**config.mk**
```make
export PLATFORM = sky130hd
export DESIGN_NAME = signed_int_to_decimal_ascii
export DESIGN_NICKNAME = d
export VERILOG_FILES = /design/src/rtl/itoa_pkg.sv /design/src/rtl/itoa_dabble.sv /design/src/rtl/signed_int_to_decimal_ascii.sv
export SDC_FILE = /design/constraint.sdc
export NUM_CORES = 1
export LEC_CHECK = 0
export BUFFER_PORTS_ARGS = -buffer_cell sky130_fd_sc_hd__buf_2
export CORE_ASPECT_RATIO = 1.25
export CORE_MARGIN = 2
export CORE_UTILIZATION = 40
export CTS_CLUSTER_SIZE = 10
export DETAILED_ROUTE_END_ITERATION = 16
export GPL_TIMING_DRIVEN = 0
export PLACE_DENSITY = 0.64
export REMOVE_ABC_BUFFERS = 1
export SYNTH_ARGS = -nofsm -noshare
export SYNTH_HDL_FRONTEND = slang
export SYNTH_SLANG_ARGS = --single-unit
```
**constraint.sdc**
```tcl
create_clock -name i_clk -period 8.6 [get_ports i_clk]
set_input_delay 1.72 -clock i_clk [delete_from_list [all_inputs] [get_ports i_clk]]
set_output_delay 1.72 -clock i_clk [all_outputs]
set_load 0.02 [all_outputs]
```
**src/rtl/itoa_pkg.sv**
```systemverilog
`timescale 1ns / 1ps
// ---------------------------------------------------------------------------
// itoa_pkg
// Shared widths, character codes and sequencer states for the signed
// integer to decimal text converter.
// ---------------------------------------------------------------------------
package itoa_pkg;

    // binary magnitude and packed bcd widths
    localparam int BIN_W    = 32;
    localparam int DIGITS   = 10;
    localparam int BCD_W    = 4 * DIGITS;
    localparam int ITER_W   = $clog2(BIN_W);
    localparam int CNT_W    = $clog2(DIGITS + 1);
    localparam int CHAR_W   = 6;
    localparam int TDATA_W  = 8;

    // ascii codes, sized to the character field width
    localparam logic [CHAR_W-1:0] CHAR_ZERO  = 6'd48;
    localparam logic [CHAR_W-1:0] CHAR_MINUS = 6'd45;

    // sequencer states
    typedef enum logic [2:0] {
        S_IDLE,
        S_CONV,
        S_TRIM,
        S_SIGN,
        S_DIGIT
    } t_state;

endpackage

```
**src/rtl/itoa_dabble.sv**
```systemverilog
`timescale 1ns / 1ps
// ---------------------------------------------------------------------------
// itoa_dabble
// One step of the shift-and-add-3 binary to bcd conversion: every bcd
// digit of 5 or more gets 3 added, then bcd and binary shift left as one.
// ---------------------------------------------------------------------------
module itoa_dabble (
    input  logic [itoa_pkg::BCD_W-1:0] i_bcd,
    input  logic [itoa_pkg::BIN_W-1:0] i_bin,
    output logic [itoa_pkg::BCD_W-1:0] o_bcd,
    output logic [itoa_pkg::BIN_W-1:0] o_bin
);

    logic [itoa_pkg::BCD_W-1:0] w_adj;

    // add-3 correction on each digit
    always_comb begin
        for (int d = 0; d < itoa_pkg::DIGITS; d++) begin
            if (i_bcd[4*d +: 4] >= 4'd5) begin
                w_adj[4*d +: 4] = i_bcd[4*d +: 4] + 4'd3;
            end else begin
                w_adj[4*d +: 4] = i_bcd[4*d +: 4];
            end
        end
    end

    // joint left shift, binary msb enters the bcd lsb
    assign o_bcd = {w_adj[itoa_pkg::BCD_W-2:0], i_bin[itoa_pkg::BIN_W-1]};
    assign o_bin = {i_bin[itoa_pkg::BIN_W-2:0], 1'b0};

endmodule

```
**src/rtl/signed_int_to_decimal_ascii.sv**
```systemverilog
`timescale 1ns / 1ps
// ---------------------------------------------------------------------------
// signed_int_to_decimal_ascii
// Converts a signed 32-bit integer to its decimal ascii text, one
// character per output item, most significant digit first.
// ---------------------------------------------------------------------------
// Each input item is one 32-bit two's complement value. The block takes its
// magnitude, converts it to ten bcd digits with a shared shift-and-add-3
// unit (one binary bit per cycle), drops leading zero digits one per cycle
// and keeps the first nonzero digit (zero keeps a single '0'), then sends
// a '-' if the value is negative followed by the digits, one per output
// item, with tlast on the final digit. The input is not ready again until
// the last character has been taken.
// -2147483648 converts exactly, giving 11 characters.
// ---------------------------------------------------------------------------
module signed_int_to_decimal_ascii (
    input  logic                                 i_clk,
    input  logic                                 i_rst_n,
    // input item
    input  logic                                 i_s_tvalid,
    output logic                                 o_s_tready,
    input  logic signed [itoa_pkg::BIN_W-1:0]    i_s_tdata,   // [31:0] value
    // output item
    output logic                                 o_m_tvalid,
    input  logic                                 i_m_tready,
    output logic [itoa_pkg::TDATA_W-1:0]         o_m_tdata,   // [5:0] character
    output logic                                 o_m_tlast    // last character
);

    itoa_pkg::t_state               r_state, n_state;
    logic [itoa_pkg::BIN_W-1:0]     r_bin,   n_bin;
    logic [itoa_pkg::BCD_W-1:0]     r_bcd,   n_bcd;
    logic [itoa_pkg::ITER_W-1:0]    r_iter,  n_iter;
    logic [itoa_pkg::CNT_W-1:0]     r_cnt,   n_cnt;
    logic                           r_neg,   n_neg;

    logic [itoa_pkg::BCD_W-1:0]     w_step_bcd;
    logic [itoa_pkg::BIN_W-1:0]     w_step_bin;
    logic                           w_in_acc;
    logic                           w_out_acc;
    logic                           w_top_zero;
    logic [itoa_pkg::CHAR_W-1:0]    w_char;

    // shared conversion unit
    itoa_dabble u_dabble (
        .i_bcd (r_bcd),
        .i_bin (r_bin),
        .o_bcd (w_step_bcd),
        .o_bin (w_step_bin)
    );

    assign w_in_acc   = i_s_tvalid && o_s_tready;
    assign w_out_acc  = o_m_tvalid && i_m_tready;
    assign w_top_zero = (r_bcd[itoa_pkg::BCD_W-1 -: 4] == 4'd0);

    // next state
    always_comb begin
        n_state = r_state;
        unique case (r_state)
            itoa_pkg::S_IDLE: begin
                if (w_in_acc) begin
                    n_state = itoa_pkg::S_CONV;
                end
            end
            itoa_pkg::S_CONV: begin
                if (r_iter == itoa_pkg::ITER_W'(itoa_pkg::BIN_W - 1)) begin
                    n_state = itoa_pkg::S_TRIM;
                end
            end
            itoa_pkg::S_TRIM: begin
                if (!(w_top_zero && r_cnt > itoa_pkg::CNT_W'(1))) begin
                    n_state = r_neg ? itoa_pkg::S_SIGN : itoa_pkg::S_DIGIT;
                end
            end
            itoa_pkg::S_SIGN: begin
                if (w_out_acc) begin
                    n_state = itoa_pkg::S_DIGIT;
                end
            end
            itoa_pkg::S_DIGIT: begin
                if (w_out_acc && r_cnt == itoa_pkg::CNT_W'(1)) begin
                    n_state = itoa_pkg::S_IDLE;
                end
            end
            default: n_state = itoa_pkg::S_IDLE;
        endcase
    end

    // datapath next values
    always_comb begin
        n_bin  = r_bin;
        n_bcd  = r_bcd;
        n_iter = r_iter;
        n_cnt  = r_cnt;
        n_neg  = r_neg;
        unique case (r_state)
            itoa_pkg::S_IDLE: begin
                if (w_in_acc) begin
                    n_neg  = i_s_tdata[itoa_pkg::BIN_W-1];
                    n_bin  = i_s_tdata[itoa_pkg::BIN_W-1]
                           ? itoa_pkg::BIN_W'(~i_s_tdata + 32'sd1)
                           : itoa_pkg::BIN_W'(i_s_tdata);
                    n_bcd  = '0;
                    n_iter = '0;
                end
            end
            itoa_pkg::S_CONV: begin
                n_bin  = w_step_bin;
                n_bcd  = w_step_bcd;
                n_iter = r_iter + itoa_pkg::ITER_W'(1);
                n_cnt  = itoa_pkg::CNT_W'(itoa_pkg::DIGITS);
            end
            itoa_pkg::S_TRIM: begin
                if (w_top_zero && r_cnt > itoa_pkg::CNT_W'(1)) begin
                    n_bcd = {r_bcd[itoa_pkg::BCD_W-5:0], 4'd0};
                    n_cnt = r_cnt - itoa_pkg::CNT_W'(1);
                end
            end
            itoa_pkg::S_SIGN: begin
            end
            itoa_pkg::S_DIGIT: begin
                if (w_out_acc) begin
                    n_bcd = {r_bcd[itoa_pkg::BCD_W-5:0], 4'd0};
                    n_cnt = r_cnt - itoa_pkg::CNT_W'(1);
                end
            end
            default: begin
            end
        endcase
    end

    // handshake and payload outputs
    always_comb begin
        o_s_tready = 1'b0;
        o_m_tvalid = 1'b0;
        o_m_tlast  = 1'b0;
        w_char     = itoa_pkg::CHAR_ZERO;
        unique case (r_state) inside
            itoa_pkg::S_IDLE: begin
                o_s_tready = 1'b1;
            end
            itoa_pkg::S_CONV, itoa_pkg::S_TRIM: begin
            end
            itoa_pkg::S_SIGN: begin
                o_m_tvalid = 1'b1;
                w_char     = itoa_pkg::CHAR_MINUS;
            end
            itoa_pkg::S_DIGIT: begin
                o_m_tvalid = 1'b1;
                o_m_tlast  = (r_cnt == itoa_pkg::CNT_W'(1));
                w_char     = itoa_pkg::CHAR_ZERO
                           + itoa_pkg::CHAR_W'(r_bcd[itoa_pkg::BCD_W-1 -: 4]);
            end
            default: begin
            end
        endcase
    end

    assign o_m_tdata = itoa_pkg::TDATA_W'(w_char);

    // control registers
    always_ff @(posedge i_clk) begin
        if (!i_rst_n) begin
            r_state <= itoa_pkg::S_IDLE;
        end else begin
            r_state <= n_state;
        end
    end

    // datapath registers
    always_ff @(posedge i_clk) begin
        r_bin  <= n_bin;
        r_bcd  <= n_bcd;
        r_iter <= n_iter;
        r_cnt  <= n_cnt;
        r_neg  <= n_neg;
    end

endmodule
```
# Yosys cells after proc, flatten, opt, wreduce, memory -nomap -nowiden
# Index checks and enable logic that the tools add are counted.
# W data, S select, Z words.
[op_classes]
n_addsub = 14
order_cmp = 11
n_eq_ne = 13
muxes = 33
bitwise_logic = 1
n_reduce_logical = 15
[op_table]
columns = ["cell", "count"]
rows = [
  ["$pmux W40 S4", 1],
  ["$mux W40", 3],
  ["$mux W32", 2],
  ["$pmux W32 S2", 1],
  ["$mux W4", 11],
  ["$ge A4 B3 Y1 const B", 10],
  ["$add A4 B2 Y4 const B", 9],
  ["$add A32 B2 Y32 const B", 1],
  ["$not A32 Y32", 1],
  ["$mux W3", 7],
  ["$pmux W3 S5", 1],
  ["$ne A2 B2 Y1 const B", 7],
  ["$pmux W4 S3", 1],
  ["$pmux W6 S2", 1],
  ["$pmux W5 S2", 1],
  ["$add A5 B5 Y6 const A", 1],
  ["$eq A3 B2 Y1 const B", 2],
  ["$add A5 B1 Y5 const B", 1],
  ["$eq A5 B5 Y1 const B", 1],
  ["$mux W5", 1],
  ["$reduce_and A5 Y1", 1],
  ["$eq A4 B1 Y1 const B", 1],
  ["$gt A4 B1 Y1 const B", 1],
  ["$logic_and A1 B1 Y1", 4],
  ["other kinds (14)", 17],
]
[totals]
regBits = 85
input_bits = 36
output_inout_bits = 11

# Logic depth before layout (Yosys ltp)
[depth]
depth_word = 7
depth_mapped = 8
mapped_depth_nobuf = 7

# Cells and area by module
# Synthesis repeated with hierarchy kept, for this count alone.
[unflattened]
cells_unflattened = 579
area_unflattened_um2 = 5730.5
[by_module_without_submodules]
columns = ["module", "instances", "cells_each", "area_per_inst_um2", "seq_area_each_um2"]
rows = [
  ["signed_int_to_decimal_ascii", 1, 389, 4485.6, 2522.4],
  ["itoa_dabble", 1, 190, 1244.9, 0.0],
]

# Worst setup path after synthesis
# No wires, ideal clock.
[synth_path]
kind = "input port to flip-flop"
from = "input i_s_tvalid"
to = "register r_bcd[0] (netlist bit), enable pin"
arrival_ns = 5.615
t_required_ns = 8.154
slack_ns = 2.540
stages = 3
n_path_buf = 0
cell_sequence = "nor2_1 > nor3_1 > o21bai_1"
[synth_via]
elab_chain_cells = 3
[synth_rtl]
columns = ["element", "line_no", "rtl"]
rows = [
  ["start, declared", "signed_int_to_decimal_ascii.sv:20", "input logic i_s_tvalid,"],
  ["$logic_and A1 B1 Y1", "signed_int_to_decimal_ascii.sv:52", "assign w_in_acc = i_s_tvalid && o_s_tready;"],
  ["$ne A2 B2 Y1 (no line)", "-", ""],
  ["$reduce_and A4 Y1 (no line)", "-", ""],
  ["end signal, assigned", "signed_int_to_decimal_ascii.sv:173", "r_bcd <= n_bcd;"],
  ["end, declared", "signed_int_to_decimal_ascii.sv:32", "logic [itoa_pkg::BCD_W-1:0] r_bcd, n_bcd;"],
]
# No other way between the ends.
# A chain may end at the register's enable or synchronous reset.

# Worst setup path after layout
[layout_path]
from = "input i_s_tdata[0] (netlist bit)"
to = "register r_bin[28] (netlist bit) (data pin)"
[layout_via]
elab_chain_cells = 5
[layout_rtl]
columns = ["element", "line_no", "rtl"]
rows = [
  ["start, declared", "signed_int_to_decimal_ascii.sv:22", "input logic signed [itoa_pkg::BIN_W-1:0] i_s_tdata,"],
  ["$not A32 Y32", "signed_int_to_decimal_ascii.sv:101", "? itoa_pkg::BIN_W'(~i_s_tdata + 32'sd1)"],
  ["$add A32 B2 Y32", "signed_int_to_decimal_ascii.sv:101", ""],
  ["$mux W32", "signed_int_to_decimal_ascii.sv:101", ""],
  ["$mux W32", "signed_int_to_decimal_ascii.sv:98", "if (w_in_acc) begin"],
  ["$pmux W32 S2", "signed_int_to_decimal_ascii.sv:96", "unique case (r_state)"],
  ["named net n_bin, one bit", "signed_int_to_decimal_ascii.sv:31", "logic [itoa_pkg::BIN_W-1:0] r_bin, n_bin;"],
  ["end signal, assigned", "signed_int_to_decimal_ascii.sv:172", "r_bin <= n_bin;"],
  ["end, declared", "signed_int_to_decimal_ascii.sv:31", ""],
]
# The timed path passes the listed nets, and every way through them passes these cells. The select of a mux whose other input is x is not followed.

==> results.cfg <==
[logic_synthesis]
synth_flop_cell = edfxtp_1
synth_top_area_share = 0.4594
synth_seq_area_share = 0.4706
yosys-top-cells-area = edfxtp_1 (46%), ha_1 (6.1%), xor2_1 (5.6%)
synth_seq_cells = 85
yosysWarnings = 0
syn_inst = 550
avgSynthCellArea_sq_um = 9.746
syn_area_sq_um = 5360
synth_top_cell_by_area = edfxtp_1
async_flop_share = 0
synth_edf_count = 82
synthDistinctLibCells = 47

[setup_path]
worstSetupPathType = in -> reg
setup.worst_path.end = r_bin[28]
critPathLaunchType = primary input
critPathLaunch = i_s_tdata[0]
critical_path_peak_fanout = 11
cp-end-kind = register
worstPathArrival_ps = 3710
required_ps = 8650
regToRegStartpoint = r_state[0]
r2r_cells = 5
ff2ff_setup_slack_ps = 6100
rr_endpoint = r_bin[29]

[cts]
cts_setup_buffers = 0
tritoncts = yes
cts_hold_buf = 0
htreeDepth = 3
cts_resized = 0
root_buffer = clkbuf_16
cts_buffer_depth = 2
numCtsBuffers = 9
cts_num_sinks = 85
clk_latency_ps = 340
clkTransAtPathRegs_ps = 70

[placement]
pre_cts_ws_ps = 4582
port_buffers = 43
dp_hpwl_um = 7083
gp_congestion = 0.7660
placed_cells = 741
place_area_sq_um = 5772

[floorplanning]
io_pins = 47
dieArea_sq_um = 14350
fp.dieW_um = 107.5
initial_core_util = 0.4069
die_y_um = 133.4
placementRows = 47
core_area_sq_um = 13170

[routing]
route.detailed.wl_per_inst_um = 13.94
routed-via-count = 4012
viasPerCell = 5.300
drt_iter0_markers = 240
drt_wl_total_um = 10560
antenna_left = 0
drt_first_pass_iters = 4
drc_errors = 0

[worst_hold_path]
hold_path_class = reg -> reg

[sta]
timing.final.ws_setup_ps = 4937
rsz0062_at_grt = no
hold_ws_ps = 524.8
fin_crit_sh = 0.4260
hold_viol_final = 0
tns_ps = 0
setup_viol = 0
worstMarginPinSlew_ps = 887.2
max_freq_mhz = 273.0
fin_skew_ps = 7.760
min_period_ps = 3663
slew_viol_final = 0
slew_headroom = 0.4073

[final_layout]
final_common_cell = edfxtp_1
final_area_sq_um = 6087
final_cell_mix = edfxtp_1 (82), nand2_1 (66), o21ai_0 (59)
area_growth_pct = 13.56
layout-drive-gt1-share = 0.1331
fillCellCount = 1276
antennaDiodeCount = 0
stdcell_count = 757
nets = 643

[pwr]
peakVddDrop_mv = 0.1065
leakage_nw = 2.266
pwr_density_cell_nw_per_um2 = 214.1

[global_routing]
grt_pass1_wl_um = 17910
grt_usage = 0.1549
first_global_vias = 4044
grt_max_degree = 76
antenna_found_initial = 0
overflow = 0

[run_status]
outcome = complete, no violations

[flow_run]
maxCapViolCount = 0
-- per-layer routing --
layer  up-vias  part of all wire  GRT usage
li1       2031                 -          -
met1      1905              0.44     0.1790
met2        68              0.51     0.2778
met3         8             0.036    0.02838
met4         0             0.013    0.06481
met5         -                 0          0
-- worst min-delay path by stage --
stage               startpoint   endpoint  slack, ps  cells past startpoint
floorplan            r_bin[10]  r_bin[11]        500                      2
global placement      r_bin[8]   r_bin[9]        510                      2
detailed placement    r_bin[4]   r_bin[5]        520                      2
CTS                   r_bin[4]   r_bin[5]        530                      2
global route          r_bin[3]   r_bin[4]        570                      2
finish                r_bin[4]   r_bin[5]        520                      2
-- stage by stage --
stage          utilization  power, mW
2_1_floorplan            -     0.8095
3_3_place_gp        0.4300     0.8808
3_5_place_dp        0.4382     0.8991
4_1_cts             0.4621      1.315
5_1_grt             0.4621      1.381
6_report            0.4621      1.303
-- synthesized netlist by cell type (2+ instances only) --
master and instances:
a21oi_1 49, a22o_1 5, a22oi_1 2, and2_1 7, buf_1 3, buf_4 3
clkbuf_1 21, conb_1 2, dfxtp_1 3, edfxtp_1 82, ha_1 26, inv_1 27
mux2i_1 4, nand2_1 66, nand2b_1 14, nand3_1 5, nor2_1 37, nor2b_1 9
nor3_1 9, nor3b_1 16, nor4_1 4, nor4b_1 2, o21ai_0 59, o21bai_1 2
o31ai_1 17, o41ai_1 4, o41ai_2 4, or3_1 2, or3b_2 3, xnor2_1 13
xor2_1 34
-- state kept, by name (all words and copies together) (netlist names) --
| register | flops |
|---|---|
| r_iter | 5 |
| r_cnt | 4 |
| r_bcd | 40 |
| r_bin | 32 |
| r_state | 3 |
| r_neg | 1 |
-- cell families after synthesis --
logic type,count (synthesis),share of synthesized area
xor+xnor,47,0.07680
simple gates,179,0.1657
fa+ha+maj,26,0.06069
compound gates,151,0.1744
buf+inv,56,0.04295
flops,85,0.4706
other cells,2,0.001401
mux,4,0.007470
-- critical path: stages --
cell,delay [ps]
buf_2,110
inv_1,70
ha_1,160
or3b_2,490
or3_4,450
o41ai_1,440
xor2_1,180
a21oi_1,80
-- cell type report --
type	instances	area [sq um]	share of cell area
inverters	27	101.3	0.01665
clock inverters	7	90.09	0.01480
well taps	171	214.0	0.03515
repair buffers	48	285.3	0.04687
multi-input cells	410	2649	0.4351
flip-flops and latches	85	2522	0.4144
clock buffers	9	225.2	0.03700
-- power breakdown --
part | switching [mW] | leakage (nW) | internal (mW)
Combinational | 0.166 | 1.25 | 0.114
Sequential | 0.0550 | 0.864 | 0.555
Clock | 0.160 | 0.153 | 0.253
(Power assumes the default switching activity.)
